<file path="src/rtl/sfl_pkg.sv">
// Shared constants, types and sine table builder for the stereo flanger.
`timescale 1ns / 1ps

package sfl_pkg;

   localparam int DELAY_DEPTH = 4096;  // power of two
   localparam int ADDR_W      = $clog2(DELAY_DEPTH);
   localparam int FILL_W      = ADDR_W + 1;

   localparam int SINE_SIZE   = 1024;  // power of two, at least 64
   localparam int SINE_IDX_W  = $clog2(SINE_SIZE);
   localparam int QTR_SHIFT   = SINE_IDX_W - 2;
   localparam int SINE_W      = 16;
   localparam int SINE_FRAC   = 15;

   localparam int SAMPLE_W    = 16;
   localparam int DELAY_W     = 10;
   localparam int GAIN_W      = 16;
   localparam int GAIN_FRAC   = 14;
   localparam int PHASE_W     = 32;
   localparam int WARM_W      = 13;

   localparam int MUL_W       = 17;
   localparam int PROD_W      = 2 * MUL_W;

   localparam int CSR_IDX_W   = 2;
   localparam int CSR_DATA_W  = 32;

   localparam logic [CSR_IDX_W-1:0] CSR_BASE_DELAY = CSR_IDX_W'(0);
   localparam logic [CSR_IDX_W-1:0] CSR_MOD_RANGE  = CSR_IDX_W'(1);
   localparam logic [CSR_IDX_W-1:0] CSR_MIX_GAIN   = CSR_IDX_W'(2);
   localparam logic [CSR_IDX_W-1:0] CSR_PHASE_STEP = CSR_IDX_W'(3);

   localparam logic [DELAY_W-1:0]       RST_BASE_DELAY = DELAY_W'(1000);
   localparam logic [DELAY_W-1:0]       RST_MOD_RANGE  = DELAY_W'(500);
   localparam logic signed [GAIN_W-1:0] RST_MIX_GAIN   = GAIN_W'(16384);
   localparam logic [PHASE_W-1:0]       RST_PHASE_STEP = PHASE_W'(19478);

   typedef struct packed {
      logic                       en;
      logic [ADDR_W-1:0]          addr;
      logic signed [SAMPLE_W-1:0] data;
   } mem_wr_type;

   typedef logic signed [SINE_W-1:0] sine_rom_type [SINE_SIZE];

   // Quarter-wave Taylor sine, Q30 with truncation, scaled to Q1.15.
   function automatic logic signed [SINE_W-1:0] sine_entry(input logic [SINE_IDX_W-1:0] k);
      logic [1:0]              quad;
      logic [SINE_IDX_W-1:0]   r;
      logic [63:0]             x;
      logic [63:0]             x2;
      logic [63:0]             p;
      logic [63:0]             y;
      logic [63:0]             s;
      logic signed [SINE_W-1:0] ent;
      quad = k[SINE_IDX_W-1 -: 2];
      r    = SINE_IDX_W'(k[QTR_SHIFT-1:0]);
      if (quad == 2'd1 || quad == 2'd3) begin
         r = SINE_IDX_W'((SINE_SIZE / 4)) - r;
      end
      x  = 64'(r) << (30 - QTR_SHIFT);
      x2 = (x * x) >> 30;
      p  = 64'd172272;
      p  = 64'd5026995    - ((x2 * p) >> 30);
      p  = 64'd85569306   - ((x2 * p) >> 30);
      p  = 64'd693598668  - ((x2 * p) >> 30);
      p  = 64'd1686629713 - ((x2 * p) >> 30);
      y  = (x * p) >> 30;
      s  = (y * 64'd32767 + 64'd536870912) >> 30;
      if (s > 64'd32767) begin
         s = 64'd32767;
      end
      ent = SINE_W'(s);
      if (quad[1]) begin
         ent = -ent;
      end
      return ent;
   endfunction

   function automatic sine_rom_type sine_table();
      sine_rom_type t;
      for (int i = 0; i < SINE_SIZE; i++) begin
         t[i] = sine_entry(SINE_IDX_W'(i));
      end
      return t;
   endfunction

endpackage

</file>
<file path="src/rtl/sfl_mul.sv">
// Shared signed multiplier with registered product.
`timescale 1ns / 1ps

module sfl_mul (
   input  logic                               clock,
   input  logic                               en,
   input  logic signed [sfl_pkg::MUL_W-1:0]   op_a,
   input  logic signed [sfl_pkg::MUL_W-1:0]   op_b,
   output logic signed [sfl_pkg::PROD_W-1:0]  prod
);
   import sfl_pkg::*;

   logic signed [PROD_W-1:0] prod_ff;

   always_ff @(posedge clock) begin
      if (en) begin
         prod_ff <= op_a * op_b;
      end
   end

   assign prod = prod_ff;

endmodule

</file>
<file path="config.mk">
export PLATFORM = sky130hd
export DESIGN_NAME = sfl_mul
export DESIGN_NICKNAME = d
export VERILOG_FILES = /design/src/rtl/sfl_pkg.sv /design/src/rtl/sfl_mul.sv
export SDC_FILE = /design/constraint.sdc
export NUM_CORES = 1
export LEC_CHECK = 0
export ABC_CLOCK_PERIOD_IN_PS = 13500
export BUFFER_PORTS_ARGS = -buffer_cell sky130_fd_sc_hd__buf_2
export CAP_MARGIN = 20
export CORE_ASPECT_RATIO = 1.75
export CORE_MARGIN = 2
export CORE_UTILIZATION = 52
export CTS_BUF_LIST = sky130_fd_sc_hd__clkbuf_4 sky130_fd_sc_hd__clkbuf_8
export CTS_CLUSTER_DIAMETER = 60
export DETAILED_ROUTE_END_ITERATION = 7
export HOLD_SLACK_MARGIN = 0.1
export PLACE_DENSITY_LB_ADDON = 0.2
export SKIP_LAST_GASP = 1
export SLEW_MARGIN = 30
export SYNTH_ARGS = -nofsm -noshare
export SYNTH_HDL_FRONTEND = slang
export SYNTH_SLANG_ARGS = --single-unit
export TNS_END_PERCENT = 20
</file>
<file path="constraint.sdc">
create_clock -name clock -period 13.5 [get_ports clock]
set_input_delay 1.35 -clock clock [delete_from_list [all_inputs] [get_ports clock]]
set_output_delay 1.35 -clock clock [all_outputs]
set_load 0.01 [all_outputs]
</file>
== Word-level counts from Yosys, hierarchy flattened ==
Cells that the tools add are included.

* Multiply operators: 1

{| class="wikitable"
|+ Operators by type and width
! cell !! number
|-
| $mul A17 B17 Y34 || 1
|}

* Register bits: 34
* Input port bits: 36
* Output and inout port bits: 34
* Logic and storage cells: 2

== Longest topological paths before layout ==
* Depth after elaboration: 1
* Mapped depth: 24
* Mapped depth without buffers: 22

== Worst setup path before layout ==
Ideal clock, no wire load.

* Path type: in2reg
* From: input op_b[8] (netlist bit)
* To: register prod_ff[31], in the netlist prod[31], data pin
* Library setup time: 0.262 ns
* Data arrival time: 7.065 ns
* Data required time: 13.238 ns
* Setup slack: 6.173 ns
* Stages on the path: 24
* Path buffers: 3
* Path through: clkbuf_1 clkbuf_1 nand2_1 fa_1 inv_1 fa_1 inv_1 fa_1 inv_1 fa_1 fa_1 inv_1 fa_1 inv_1 ha_1 buf_6 a21oi_2 nand2_1 a221oi_2 a311oi_1 or4b_4 a31oi_4 o21bai_1 xor2_1

* Cells in the longest elaborated chain, start to end: 1

{| class="wikitable"
|+ RTL lines
! what !! line !! text
|-
| start, declared || sfl_mul.sv:8 || <nowiki>input logic signed [sfl_pkg::MUL_W-1:0] op_b,</nowiki>
|-
| $mul A17 B17 Y34 || sfl_mul.sv:17 || <nowiki>prod_ff <= op_a * op_b;</nowiki>
|-
| end signal, assigned || sfl_mul.sv:17 ||
|-
| end, declared || sfl_mul.sv:13 || <nowiki>logic signed [PROD_W-1:0] prod_ff;</nowiki>
|}

Every way passes these cells.
A chain may end at the register's enable or synchronous reset.

== Final worst setup path ==
* From: input op_a[7] (netlist bit)
* To: register prod_ff[32], in the netlist prod[32], data pin

* Cells in the longest elaborated chain, start to end: 1

{| class="wikitable"
|+ RTL lines
! what !! line !! text
|-
| start, declared || sfl_mul.sv:7 || <nowiki>input logic signed [sfl_pkg::MUL_W-1:0] op_a,</nowiki>
|-
| $mul A17 B17 Y34 || sfl_mul.sv:17 ||
|}

Every way passes these cells.

==> metrics <==
status=finished clean; met3 wire length=1060 um; Port Buf Inserts=69; part of the cycle the worst path needs=54.4%; hold violation total from the final report=0; main combinational cell family by area after synthesis=adder cells; vias per cell=5.39; clock input transition at the sequential cells of the worst setup and hold paths=0.09 ns; transition time of the tightest slew-check pin=0.910 ns; final routed DRC violation total=0; cell types occupying the most area after synthesis=sky130_fd_sc_hd__fa_1 49%, sky130_fd_sc_hd__inv_1 9.7%, sky130_fd_sc_hd__ha_1 8.9%; routed metal-1 wirelength=10100 um; number of top-level pins=70; compound-cell area share of the yosys netlist=4.66%; Vert. Die Dim=205 um; area share of fa/ha/maj cells after synthesis=58.4%; arrival time at the worst endpoint=7.45 ns; Initial DRT Pass Iterations=4; highest metal layer with signal wires=met4; post-DR wirelength/cell=19.1 um; number of cells produced by synthesis=1238; number of pins exceeding their max-slew limit in the final report=0; global-route wire length before repair=50000 um; RePlAce Congestion=0.867; clock root cell=sky130_fd_sc_hd__clkbuf_8; post-synthesis net count=1655; detailed-route via count=8477; placeable core region=22700 um^2; overflow left after global routing=0; Post-Syn Area per Cell=9.67 um^2; post-synthesis sequential area ratio=8.52%; commonest register cell after synthesis=sky130_fd_sc_hd__edfxtp_1; proportion of netlist area held by the largest area contributor=49.5%; Yosys cell types=50; chip width=119 um; Cells on Worst Hold Path=1; max reg flops=34; CTS tree=built; Antenna Diode Count=0; wire length on met2=16700 um; Total Routing Usage GR=27.1%; number of CTS-inserted buffers=5; critical path required time=13.61 ns; sink count of the clock tree=34; Synth Warn #=0; number of levels in the clock H-tree=2; Layout Area Growth over Synthesis=5.38%; kind of path behind the tightest hold check=input pin to register; DPL Wire Length=24900 um; Synth area leader=sky130_fd_sc_hd__fa_1; summed instance area of the synthesized netlist=12000 um^2; FP Rows=73; crit path capture type=register; setup repair after global routing missed its margin=false; number of global-route vias before repair=9678; Worst Path Max Fanout=17; Fmax=0.136 GHz; number of gates resized after cts=0; TNS Setup=0 ns; start-to-end type of the worst setup path=input pin to register; share of cells above drive strength 1=6.52%; starting utilization of the core area=52.9%; number of antenna violations at the first check in global routing=0; utilization after layout=55.7%; share of synthesized cell area in and, or, nand and nor gates=15.0%; violation count after the first detailed-routing iteration=423; Longest Clk Path Bufs=2; most common library cell in the layout ignoring fill and taps=sky130_fd_sc_hd__inv_1; number of enable-type register cells in the synthesized netlist=34; proportion of register bits with asynchronous set or reset after synthesis=0%; highest-count cells in the layout ignoring fill and taps=311 x sky130_fd_sc_hd__inv_1, 296 x sky130_fd_sc_hd__fa_1, 148 x sky130_fd_sc_hd__and2_1; setup repair bufs after CTS=0; Max-cap violations=0; multiplexer area fraction after synthesis=0.0836%; hold buffer count at cts=0; tightest slew margin relative to the limit=39.4%; count of endpoints failing setup in the final report=0; xor-xnor portion of the synthesized cell area=2.19%; routed wire length=30000 um; clock period minus final worst setup slack=7.34 ns; remaining antenna violation count=0; number of nets in the layout=1689; Die Area=24300 um^2; maximum number of pins on one net before global-route repair=35; number of synthesized register bits=34; kind of start point of the critical path=input pin
==> worst max-delay path: stages <==
cell	delay, ns
sky130_fd_sc_hd__buf_2	0.32
sky130_fd_sc_hd__nand2_1	0.14
sky130_fd_sc_hd__fa_1	0.55
sky130_fd_sc_hd__inv_1	0.05
sky130_fd_sc_hd__fa_1	0.50
sky130_fd_sc_hd__inv_1	0.06
sky130_fd_sc_hd__fa_1	0.57
sky130_fd_sc_hd__inv_1	0.06
sky130_fd_sc_hd__fa_1	0.44
sky130_fd_sc_hd__fa_1	0.49
sky130_fd_sc_hd__inv_1	0.05
sky130_fd_sc_hd__fa_1	0.47
sky130_fd_sc_hd__inv_1	0.04
sky130_fd_sc_hd__ha_1	0.36
sky130_fd_sc_hd__a21oi_2	0.18
sky130_fd_sc_hd__o21ai_0	0.10
sky130_fd_sc_hd__a211oi_1	0.25
sky130_fd_sc_hd__nor2_1	0.06
sky130_fd_sc_hd__a21oi_1	0.70
sky130_fd_sc_hd__o211a_1	0.30
sky130_fd_sc_hd__o21ai_0	0.10
sky130_fd_sc_hd__a211o_1	0.30
==> cell usage after synthesis, drive strengths merged (3+ instances only) <==
master  number
ha          85
o211ai       4
a31oi        5
nand2b       3
o21ai       20
a21o        11
o21a         6
xnor2       26
nor3         4
nor2        32
nor2b        4
fa         296
and2       148
clkbuf      40
nand3        8
nand2      142
inv        311
nand4        5
edfxtp      34
buf          3
xor2         4
a211oi       4
a21oi       18
==> layer usage <==
metal	vias to the layer above	GRT usage, %
met2	249	50.6
met4	0	17.5
met5	-	0
met3	102	2.84
met1	4413	28.7
li1	3713	-
==> cells by family after synthesis <==
group / count (synthesis)
flops: 34
fa+ha+maj: 381
xor+xnor: 30
compound gates: 82
simple gates: 356
mux: 1
buf+inv: 354
==> path summary, 6_finish.rpt <==
check	end	slack [ns]	from
setup / recovery	prod[32]	6.16	op_a[7]
hold / removal	prod[31]	1.52	en
==> cell type report <==
cell class              instances  area (um^2)
multi-input cells             850         9620
flip-flops and latches         34         1020
inverters                     311         1170
clock inverters                 2         8.76
fillers                      2128        10000
repair buffers                 70          355
well taps                     300          375
clock buffers                   6         76.3
==> per-stage QoR <==
stage	area, um^2	std cells	setup slack, ns	hold WS, ns
floorplan	12000	1238	6.17	1.46
global placement	12500	1565	5.78	1.76
detailed placement	12500	1565	5.77	1.76
CTS	12600	1573	6.13	1.52
global route	12600	1573	5.86	1.55
finish	12600	1573	6.16	1.52
Power is left out: the tool's default activity adds up to more than one toggle a clock period on the data nets, which glitch-free logic cannot reach.
